--- src/rtl/core/jvas_pkg.sv ---
// ----------------------------------------------------------------------------
// jvas_pkg - shared types and constants
// Lane result word, limit codes, register indexes and reset values.
// ----------------------------------------------------------------------------
`default_nettype none
package jvas_pkg;

	localparam int LANES = 4;

	// Q1.16 unity
	localparam logic [16:0] ONE_Q16 = 17'h10000;

	localparam logic [1:0] KIND_NONE = 2'd0;
	localparam logic [1:0] KIND_VEL  = 2'd1;
	localparam logic [1:0] KIND_ACC  = 2'd2;

	localparam logic [2:0] JOINT_NONE = 3'b111;

	localparam logic [1:0] REG_VEL_LIMITS = 2'd0;
	localparam logic [1:0] REG_ACC_LIMITS = 2'd1;
	localparam logic [1:0] REG_VEL_ENABLE = 2'd2;
	localparam logic [1:0] REG_ACC_ENABLE = 2'd3;

	localparam logic [63:0] VEL_LIMITS_RST = 64'h0100_0100_0100_0100;
	localparam logic [63:0] ACC_LIMITS_RST = 64'h0500_0500_0500_0500;

	// what one lane hands to the merge stage
	typedef struct packed {
		logic               vprop;
		logic [15:0]        vq;
		logic               aprop;
		logic [15:0]        aq;
		logic signed [15:0] v;
	} lane_res_t;

endpackage
`default_nettype wire

--- src/rtl/core/jvas_merge.sv ---
// ----------------------------------------------------------------------------
// jvas_merge - factor selection and scaling
// Lowest proposal per limit kind, lowest joint on ties, then cmd * factor.
// ----------------------------------------------------------------------------
`default_nettype none
module jvas_merge (
	input  wire logic                clk,
	input  wire logic [1:0]          adv,
	input  jvas_pkg::lane_res_t      res [jvas_pkg::LANES],
	output logic signed [15:0]       out_vel [jvas_pkg::LANES],
	output logic [16:0]              scale,
	output logic [1:0]               limit_kind,
	output logic [2:0]               lim_joint
);
	import jvas_pkg::*;

	logic [16:0] vmn, amn, sc_c;
	logic [2:0]  vj, aj, jt_c;
	logic [1:0]  kd_c;

	always_comb begin
		vmn = ONE_Q16;
		amn = ONE_Q16;
		vj  = JOINT_NONE;
		aj  = JOINT_NONE;
		for (int i = 0; i < LANES; i++) begin
			if (res[i].vprop && ({1'b0, res[i].vq} < vmn)) begin
				vmn = {1'b0, res[i].vq};
				vj  = 3'(i);
			end
			if (res[i].aprop && ({1'b0, res[i].aq} < amn)) begin
				amn = {1'b0, res[i].aq};
				aj  = 3'(i);
			end
		end
		sc_c = ONE_Q16;
		kd_c = KIND_NONE;
		jt_c = JOINT_NONE;
		if (vmn < sc_c) begin
			sc_c = vmn;
			kd_c = KIND_VEL;
			jt_c = vj;
		end
		if (amn < sc_c) begin
			sc_c = amn;
			kd_c = KIND_ACC;
			jt_c = aj;
		end
	end

	logic [16:0]        scale_s19;
	logic [1:0]         kind_s19;
	logic [2:0]         joint_s19;
	logic signed [15:0] v_s19 [LANES];

	always_ff @(posedge clk) begin
		if (adv[0]) begin
			scale_s19 <= sc_c;
			kind_s19  <= kd_c;
			joint_s19 <= jt_c;
			for (int i = 0; i < LANES; i++) v_s19[i] <= res[i].v;
		end
	end

	// |v| * factor, truncated toward zero
	logic [15:0] mag  [LANES];
	logic [32:0] prod [LANES];

	always_comb begin
		for (int i = 0; i < LANES; i++) begin
			mag[i]  = v_s19[i][15] ? (~v_s19[i] + 16'd1) : v_s19[i];
			prod[i] = mag[i] * scale_s19;
		end
	end

	always_ff @(posedge clk) begin
		if (adv[1]) begin
			for (int i = 0; i < LANES; i++)
				out_vel[i] <= v_s19[i][15] ? (~prod[i][31:16] + 16'd1) : prod[i][31:16];
			scale      <= scale_s19;
			limit_kind <= kind_s19;
			lim_joint  <= joint_s19;
		end
	end

endmodule
`default_nettype wire

--- config.mk ---
export PLATFORM = sky130hd
export DESIGN_NAME = jvas_merge
export DESIGN_NICKNAME = d
export VERILOG_FILES = /design/src/rtl/core/jvas_pkg.sv /design/src/rtl/core/jvas_merge.sv
export SDC_FILE = /design/constraint.sdc
export NUM_CORES = 2
export LEC_CHECK = 0
export BUFFER_PORTS_ARGS = -buffer_cell sky130_fd_sc_hd__buf_2
export CORE_ASPECT_RATIO = 0.8
export CORE_MARGIN = 2
export CORE_UTILIZATION = 51
export CTS_BUF_LIST = sky130_fd_sc_hd__clkbuf_4
export DETAILED_ROUTE_END_ITERATION = 12
export MAX_ROUTING_LAYER = met4
export PLACE_DENSITY = 0.71
export SLEW_MARGIN = 20
export SYNTH_ARGS = -nofsm -noshare
export SYNTH_HDL_FRONTEND = slang
export SYNTH_SLANG_ARGS = --single-unit
--- constraint.sdc ---
create_clock -name clk -period 24.8 [get_ports clk]
set_clock_uncertainty 0.1 [all_clocks]
set_input_delay 2.48 -clock clk [delete_from_list [all_inputs] [get_ports clk]]
set_output_delay 2.48 -clock clk [all_outputs]
set_load 0.05 [all_outputs]
==> metrics.txt <==
M3 GR Usage=3.61%; flops & latches, synth=170; Worst-path clk slew=0.19 ns; global route overflow=0; run status=finished, final reports clean; die height=271 µm; M2 GR Usage=between 40% and 50%; post-CTS setup buffers=0; required time worst endpoint=25.36 ns; drt initial violations=1916; Least-Margin Pin Slew=1.12 ns; crit start category=primary input; Setup CP Type=in -> reg; Cells after Synth=just over 5000; Critical Path Max Stage Delay=0.56 ns; Rel. slew slack=around a quarter; PortBufs=288; routed length per instance=17.7 µm; Final ANT Viol Nets=0; Post-Syn Area=roughly 0.045 mm²; Hold Crit Depth=0; global-route wire length before repair=between 150000 and 200000 µm; most frequent cells in the layout=inv_1 (1032), fa_1 (824), nand2_1 (802); final hold violations=0; Post-synth ARST share=0%; fin crit period=between 10 and 15 ns; Fmax=about 90 MHz; CP max stage cell=a21boi_2; CTS H-tree depth=4; GP Congestion=approximately 0.9; most frequent CP cell=a21oi_1; Post-synth EDFFs=170; sequential area share after synthesis=between 10% and 20%; CP max FO=32; Fin Setup TNS=0 ns; vias in the first global route=between 30000 and 40000; most common cell after layout, fill and taps aside=inv_1; unrepaired setup endpoints after global routing=false; Post-CTS Hold Buffers=0; CTS tree=yes; Die Area=0.0916 mm²; critical path arrival=around 12 ns; number of clock buffers inserted by TritonCTS=17; Yosys Warn Count=0; nets=6747; CTS resizes=0; crit end category=flip-flop; clock buffer depth=2; Final Max Slew Viols=0; iteration count of the initial detailed-routing pass=7; Final Cycle Share=44.2%; Unique masters post-synth=78; clk sink count=170; clock latency on the worst-skew pair=approximately 0.84 ns; Die W=around 340 µm; largest net degree at the start of global routing=66; share of post-route cells with drive strength above 1=under 10%; busiest grt layer=met2; Max Cap Viol=0; HP Class=reg -> reg; Rows=97; clock root buffer=clkbuf_4; syn nets=between 6000 and 7000; Routed WL=approximately 110000 µm; Via-to-Cell Ratio=~5.3; met1 Use GR=between 30% and 40%; DPL Wire Length=85800 µm; DRC viols=0; Starting Density=between 50 and 60%; antenna violations before repair=3; total number of vias=around 34000; Syn-to-layout area delta=7.09%; mean area per synthesized cell=between 9 and 10 µm²; num ports=between 200 and 300; r2r worst-path depth=27; Post-synth top flop=edfxtp_1; Core Box Area=~0.088 mm²; Tot GR Track Use=27.1%; final setup fails=0
cell type report:
| cell class | instances | area [µm²] |
|---|---|---|
| fillers | 7988 | 39300 |
| clock buffers | 17 | 128 |
| well taps | 1188 | 1490 |
| multi-input cells | 3614 | 35800 |
| diodes | 6 | 15.0 |
| inverters | 1032 | 3870 |
| repair buffers | 379 | 2130 |
| flip-flops and latches | 170 | 5100 |
| clock inverters | 15 | 193 |
Yosys cell counts, types with 20 or more instances:
cell type / number / area share [%]
a21o_1: 62 / 1.0
a21oi_1: 132 / 1.5
and2_1: 258 / 3.5
clkbuf_1: 219 / 1.8
edfxtp_1: 170 / 11
fa_1: 824 / 36
ha_1: 506 / 14
inv_1: 1032 / 8.5
mux2_2: 30 / 0.74
mux2i_1: 26 / 0.57
nand2_1: 802 / 6.6
nand2b_1: 48 / 0.66
nand3_1: 20 / 0.22
nand4_1: 29 / 0.40
nor2_1: 134 / 1.1
nor2b_1: 158 / 2.2
nor3_1: 28 / 0.31
o21ai_0: 97 / 1.1
o31ai_1: 37 / 0.61
or3_1: 30 / 0.41
xnor2_1: 144 / 2.8
xor2_1: 43 / 0.83
worst paths after layout:
check                    from             to  slack (ns)
setup / recovery     res[199]  scale_s19[11]       13.83
hold / removal    kind_s19[1]  limit_kind[1]        0.35
setup reg to reg  v_s19[3][0]    out_vel[14]       15.05
hold reg to reg   kind_s19[1]  limit_kind[1]        0.35
registers in the layout (all words and copies together), names as in the netlist:
register	flops
out_vel	64
v_s19	64
scale	17
scale_s19	17
joint_s19	2
kind_s19	2
lim_joint	2
limit_kind	2
worst max-delay path, delay by kind of cell:
| family | cells | cell delay (ns) |
|---|---|---|
| adders and majority gates | 4 | 1.15 |
| buffers and inverters | 5 | 1.53 |
| muxes | 2 | 0.61 |
| AOI/OAI and AO/OA | 23 | 4.46 |
| and+or+nand+nor | 12 | 1.30 |
routing by layer:
metal  vias to the layer above  part of all wire, %  wire (µm)
met5                         -                    0          0
met4                         0                  1.9       2110
met3                       133                  5.6       6350
met2                       923                   48      54300
met1                     17357                   45      51000
li1                      15852                    -          -
logic make-up after synthesis:
group	count (synthesis)	synth area share (%)
and+or+nand+nor	1579	16.6
buffers and inverters	1257	10.4
DFF	170	11.2
adders and majority gates	1330	50.2
muxes	57	1.35
AOI/OAI and AO/OA	461	6.61
xor gates and xnor gates	187	3.60
metrics by stage:
step | area (µm²) | std cells | utilization, % | hold WS [ns] | worst slack (ns)
after global placement | 48400 | 6383 | 55.0 | 0.311 | 13.11
after CTS | 48700 | 6415 | 55.3 | 0.350 | 14.02
after global routing | 48700 | 6421 | 55.4 | 0.371 | 13.10
after detailed placement | 48400 | 6383 | 55.0 | 0.306 | 13.17
final | 48700 | 6421 | 55.4 | 0.348 | 13.83
after floorplan | 45500 | 5041 | - | 0.300 | 13.54
Power is left out: the tool's default activity adds up to more than one toggle a clock period on the data nets, which glitch-free logic cannot reach.
