--- config.mk ---
export PLATFORM = sky130hd
export DESIGN_NAME = jvas_lane
export DESIGN_NICKNAME = d
export VERILOG_FILES = /design/src/rtl/core/jvas_pkg.sv /design/src/rtl/core/jvas_lane.sv
export SDC_FILE = /design/constraint.sdc
export NUM_CORES = 2
export LEC_CHECK = 0
export ABC_AREA = 1
export BUFFER_PORTS_ARGS = -buffer_cell sky130_fd_sc_hd__buf_2
export CAP_MARGIN = 20
export CORE_MARGIN = 2
export CORE_UTILIZATION = 30
export CTS_CLUSTER_SIZE = 10
export DETAILED_ROUTE_END_ITERATION = 6
export GPL_ROUTABILITY_DRIVEN = 0
export PLACE_DENSITY_LB_ADDON = 0.25
export SYNTH_ARGS = -nofsm -noshare
export SYNTH_HDL_FRONTEND = slang
export SYNTH_SLANG_ARGS = --single-unit
--- constraint.sdc ---
create_clock -name clk -period 12.5 [get_ports clk]
set_input_delay 2.5 -clock clk [delete_from_list [all_inputs] [get_ports clk]]
set_output_delay 2.5 -clock clk [all_outputs]
set_load 0.05 [all_outputs]
--- src/rtl/core/jvas_pkg.sv ---
// ----------------------------------------------------------------------------
// jvas_pkg - shared types and constants
// Lane result word, limit codes, register indexes and reset values.
// ----------------------------------------------------------------------------
`default_nettype none
package jvas_pkg;

	localparam int LANES = 4;

	// Q1.16 unity
	localparam logic [16:0] ONE_Q16 = 17'h10000;

	localparam logic [1:0] KIND_NONE = 2'd0;
	localparam logic [1:0] KIND_VEL  = 2'd1;
	localparam logic [1:0] KIND_ACC  = 2'd2;

	localparam logic [2:0] JOINT_NONE = 3'b111;

	localparam logic [1:0] REG_VEL_LIMITS = 2'd0;
	localparam logic [1:0] REG_ACC_LIMITS = 2'd1;
	localparam logic [1:0] REG_VEL_ENABLE = 2'd2;
	localparam logic [1:0] REG_ACC_ENABLE = 2'd3;

	localparam logic [63:0] VEL_LIMITS_RST = 64'h0100_0100_0100_0100;
	localparam logic [63:0] ACC_LIMITS_RST = 64'h0500_0500_0500_0500;

	// what one lane hands to the merge stage
	typedef struct packed {
		logic               vprop;
		logic [15:0]        vq;
		logic               aprop;
		logic [15:0]        aq;
		logic signed [15:0] v;
	} lane_res_t;

endpackage
`default_nettype wire

--- src/rtl/core/jvas_lane.sv ---
// ----------------------------------------------------------------------------
// jvas_lane - one joint
// Acceleration product, factor numerators, two 16-stage restoring dividers.
// ----------------------------------------------------------------------------
`default_nettype none
module jvas_lane (
	input  wire logic               clk,
	input  wire logic [17:0]        adv,
	input  wire logic signed [15:0] cmd_vel,
	input  wire logic signed [15:0] prev_vel,
	input  wire logic [15:0]        time_step,
	input  wire logic               prev_valid,
	input  wire logic [15:0]        vel_lim,
	input  wire logic [15:0]        acc_lim,
	input  wire logic               vel_en,
	input  wire logic               acc_en,
	output jvas_pkg::lane_res_t     res
);
	import jvas_pkg::*;

	// stage 1: amax * dt
	logic signed [15:0] v_s1, p_s1;
	logic [31:0]        step_s1;
	logic               aact_s1, ven_s1;

	always_ff @(posedge clk) begin
		if (adv[0]) begin
			v_s1    <= cmd_vel;
			p_s1    <= prev_vel;
			step_s1 <= acc_lim * time_step;
			aact_s1 <= acc_en & (time_step != 16'd0) & prev_valid;
			ven_s1  <= vel_en;
		end
	end

	// stage 2: numerators and take-part flags
	logic [15:0]        va, pa;
	logic signed [16:0] dv;
	logic [16:0]        dva;
	logic signed [33:0] reach;
	logic [33:0]        ra, num;
	logic               exceed, rpos, a_ok, vprop_c, aprop_c;

	always_comb begin
		va     = v_s1[15] ? (~v_s1 + 16'd1) : v_s1;
		pa     = p_s1[15] ? (~p_s1 + 16'd1) : p_s1;
		dv     = {v_s1[15], v_s1} - {p_s1[15], p_s1};
		dva    = dv[16] ? (~dv + 17'd1) : dv;
		exceed = ({dva, 16'd0} > {1'b0, step_s1}) && (v_s1 != 16'sd0) && aact_s1;
		reach  = dv[16] ? ({{2{p_s1[15]}}, p_s1, 16'd0} - {2'd0, step_s1})
		                : ({{2{p_s1[15]}}, p_s1, 16'd0} + {2'd0, step_s1});
		ra     = reach[33] ? (~reach + 34'd1) : reach;
		rpos   = (reach != 34'sd0) && (reach[33] == v_s1[15]);
		num    = rpos ? ra : {2'd0, pa, 16'd0};
		// quotient of 1.0 or more never wins
		a_ok   = num < {2'd0, va, 16'd0};
		aprop_c = exceed && a_ok;
		vprop_c = ven_s1 && (va > vel_lim);
	end

	// divider pipeline, entry 0 is stage 2
	logic [15:0]        vrem_sd [0:16];
	logic [15:0]        vlow_sd [0:16];
	logic [15:0]        vq_sd   [0:16];
	logic [15:0]        arem_sd [0:16];
	logic [15:0]        alow_sd [0:16];
	logic [15:0]        aq_sd   [0:16];
	logic [15:0]        va_sd   [0:16];
	logic signed [15:0] v_sd    [0:16];
	logic               vp_sd   [0:16];
	logic               ap_sd   [0:16];

	always_ff @(posedge clk) begin
		if (adv[1]) begin
			vrem_sd[0] <= vel_lim;
			vlow_sd[0] <= 16'd0;
			vq_sd[0]   <= 16'd0;
			arem_sd[0] <= num[31:16];
			alow_sd[0] <= num[15:0];
			aq_sd[0]   <= 16'd0;
			va_sd[0]   <= va;
			v_sd[0]    <= v_s1;
			vp_sd[0]   <= vprop_c;
			ap_sd[0]   <= aprop_c;
		end
	end

	for (genvar k = 0; k < 16; k++) begin : g_div
		logic [16:0] vt, at;
		logic        vge, age;

		always_comb begin
			vt  = {vrem_sd[k], vlow_sd[k][15]};
			at  = {arem_sd[k], alow_sd[k][15]};
			vge = vt >= {1'b0, va_sd[k]};
			age = at >= {1'b0, va_sd[k]};
		end

		always_ff @(posedge clk) begin
			if (adv[2+k]) begin
				vrem_sd[k+1] <= vge ? 16'(vt - {1'b0, va_sd[k]}) : vt[15:0];
				arem_sd[k+1] <= age ? 16'(at - {1'b0, va_sd[k]}) : at[15:0];
				vlow_sd[k+1] <= {vlow_sd[k][14:0], 1'b0};
				alow_sd[k+1] <= {alow_sd[k][14:0], 1'b0};
				vq_sd[k+1]   <= {vq_sd[k][14:0], vge};
				aq_sd[k+1]   <= {aq_sd[k][14:0], age};
				va_sd[k+1]   <= va_sd[k];
				v_sd[k+1]    <= v_sd[k];
				vp_sd[k+1]   <= vp_sd[k];
				ap_sd[k+1]   <= ap_sd[k];
			end
		end
	end

	assign res.vprop = vp_sd[16];
	assign res.vq    = vq_sd[16];
	assign res.aprop = ap_sd[16];
	assign res.aq    = aq_sd[16];
	assign res.v     = v_sd[16];

endmodule
`default_nettype wire

==> out/metrics.yaml <==
synth_edf_count: 1532
nNetsFinal: 9375
multi_input_area_um2: 35500
start_kind: "input pin"
seq_area_frac_synth: 0.531
synthArstFlopShare: 0
rr_endpoint: "ap_sd[0][0]"
synth.avg_cell_area_um2: 10.6
wl_met3_mm: 9.57
synthFlopType: "edfxtp_1"
core_area_um2: 288000
drt_first_pass_iters: 6
avgRoutedWirePerCell_um: 17.9
crit_fanout: 16
drv_cap: 0
power.switching_uw: 9980
ir_worst_vdd_uv: 254
cts_buffers: 190
final_common_cell: "nand2_1"
cp_cell_sequence: "buf_2 -> nand2_1 -> fa_1 -> fa_1 -> fa_1 -> fa_1 -> inv_1 -> fa_1 -> inv_1 -> fa_1 -> inv_1 -> ha_1 -> a21oi_1 -> a21boi_0 -> o21bai_1 -> a21oi_1 -> inv_1 -> nand2_1 -> nand2_1 -> a21boi_0 -> nand3b_1 -> nand3_1 -> xor2_1"
slew_viol_final: 0
r2r_cells: 27
p_leak_uw: 0.0407
required_ps: 13080
hold_class: "register to register"
clkPwrFrac: 0.201
row_count: 197
crit_path_end_kind: "register"
wl_met1_mm: 94.5
cpLargestDelayFamily: "adder cells"
r2r_setup_slack_ps: 5570
relSlewSlack: 0.271
post_cts_resized: 0
dr_wl_met2_mm: 106
synth_area_leaders: "edfxtp_1 (53%), ha_1 (10%), nand2_1 (6.9%)"
grt_max_degree: 70
yosysTopAreaCell: "edfxtp_1"
swShare: 0.403
ioPinCount: 152
seqPwrFrac: 0.340
synth_cells: 8162
hold_slack_ps: 366
tns_ps: 0
hold_viol_final: 0
htree_levels: 4
die_w_um: 541
ys_ff_latch: 1532
arrival_ps: 8490
worstSetupPathDepth: 23
combPwrFrac: 0.459
portBuffers: 151
slowest_stage: "fa_1"
drt-initial-drc-count: 3990
clock_skew_ps: 97.0
grt_usage: 0.147
synth_cell_types: 58
vias: 57199
wirelength_mm: 218
clockRootBuffer: "clkbuf_16"
setup_viol: 0
start_util: 0.301
p_int_uw: 14800
path_buf_inv: 5
vias_per_cell: 4.69
max_freq_mhz: 126
postRouteAntennaNets: 0
syn_to_final_growth_pct: 11.9
status: "finished, final reports clean"
overflow: 0
antenna_found_initial: 7
fp.dieH_um: 541
fillers: 28628
cpMostUsedCell: "fa_1"
cp-endpoint: "step_s1[30]"
critical_path_class: "input pin to register"
cts.sinks: 1532
ys_warn_count: 0
min_period_ps: 7920
layout-drive-gt1-share: 0.0537
r2r-start: "p_s1[15]"
clk_latency_ps: 880
clk_pin_slew_ps: 60
synth_fp_nets: 9206
dpl.hpwl_mm: 170
rsz0062_at_grt: "false"
worstMarginPinSlew_ps: 1090
first_global_vias: 58451
period_share: 0.633
synth_top_area_frac: 0.531
mostFrequentLayoutCells: "nand2_1 (1587), edfxtp_1 (1532), inv_1 (1108)"
drc: 0
crit_start: "acc_lim[8]"
die_area_um2: 293000
max_stage_delay_ps: 580
cts_hold_buf: 0
cts_tree: "done"
clock_path_buffers: 4
post_cts_buffers: 0
top_layer: "met5"
netlist_area_um2: 86600
grt_pass1_wl_mm: 339
seq_area_um2: 46000
power_density_nw_per_um2: 256
==> flip-flops by register name (all words and copies together), names as in the netlist, 32 cells and up <==
signal / count
alow_sd: 136
aq_sd: 136
arem_sd: 256
step_s1: 32
v_sd: 256
va_sd: 256
vq_sd: 136
vrem_sd: 256
==> power groups by stage <==
stage / clock (uW) / combinational (uW) / sequential [uW]
after floorplan: 0 / 8500 / 8120
after global placement: 0 / 11100 / 8540
after detailed placement: 0 / 11300 / 8550
after CTS: 5180 / 11400 / 8460
after global routing: 5370 / 13000 / 8550
final: 4990 / 11400 / 8430
==> final cells by class <==
cell class / instances / area share
Multi-Input combinational cell: 5314 / 0.366
Sequential cell: 1532 / 0.475
Antenna cell: 3 / 0.0000775
Inverter: 1113 / 0.0431
Timing Repair Buffer: 180 / 0.0111
Tap cell: 3781 / 0.0488
Clock inverter: 53 / 0.00563
Clock buffer: 222 / 0.0507
==> how the worst min path moves through the flow <==
stage                     cells after the start           start  slack [ps]         endpoint
after floorplan                               0  alow_sd[0][85]         400  alow_sd[0][102]
after global placement                        0    aq_sd[1][33]         400     aq_sd[1][50]
after detailed placement                      0  alow_sd[0][91]         400  alow_sd[0][108]
after CTS                                     0    aq_sd[1][99]         380    aq_sd[1][116]
after global routing                          0   vq_sd[0][246]         390      vq_sd[1][7]
final                                         0    aq_sd[1][99]         370    aq_sd[1][116]
==> logic make-up after synthesis <==
group                    after synthesis  share of synthesized area
AO/OA/AOI/OAI                       1349                     0.0839
XOR/XNOR                             513                     0.0519
adder cells (fa/ha/maj)              942                      0.156
buffers and inverters               1316                     0.0595
flip-flops                          1532                      0.531
multiplexers                           1                   0.000116
AND/OR/NAND/NOR                     2509                      0.118
==> layer usage <==
metal / GRT usage / vias to the layer above
li1: - / 28066
met1: 0.188 / 27360
met2: 0.257 / 1371
met3: 0.0180 / 398
met4: 0.0513 / 4
met5: 0 / -
==> worst register-to-register path, delay by kind of cell, from the launching register on <==
| kind | cells | cell delay [ps] |
|---|---|---|
| and+or+nand+nor | 14 | 2220 |
| DFF | 1 | 320 |
| AOI/OAI and AO/OA | 7 | 1870 |
| buffers and inverters | 4 | 1400 |
| adders and majority gates | 2 | 870 |
==> cells in the mapped netlist, drive strengths merged (20+ instances only) <==
| master | instances |
|---|---|
| buf | 95 |
| a21o | 21 |
| xor2 | 243 |
| o21bai | 38 |
| a211oi | 25 |
| a21oi | 632 |
| nand3 | 246 |
| o21ai | 540 |
| edfxtp | 1532 |
| nor2 | 473 |
| nor4 | 27 |
| clkbuf | 108 |
| nand4 | 57 |
| ha | 716 |
| fa | 226 |
| xnor2 | 270 |
| inv | 1112 |
| a31oi | 20 |
| nand2 | 1602 |
| nor3 | 77 |
==> metrics by stage <==
stage	power [uW]	util	area (um^2)	worst slack (ps)	std cells
floorplan	16600	-	86600	4210	8162
global placement	19700	0.318	91400	3740	11915
detailed placement	19900	0.318	91400	3730	11917
CTS	25000	0.337	96900	4650	12192
global route	26900	0.337	96900	4190	12197
finish	24800	0.337	96900	4580	12198
Power figures use the tool's default switching activity.
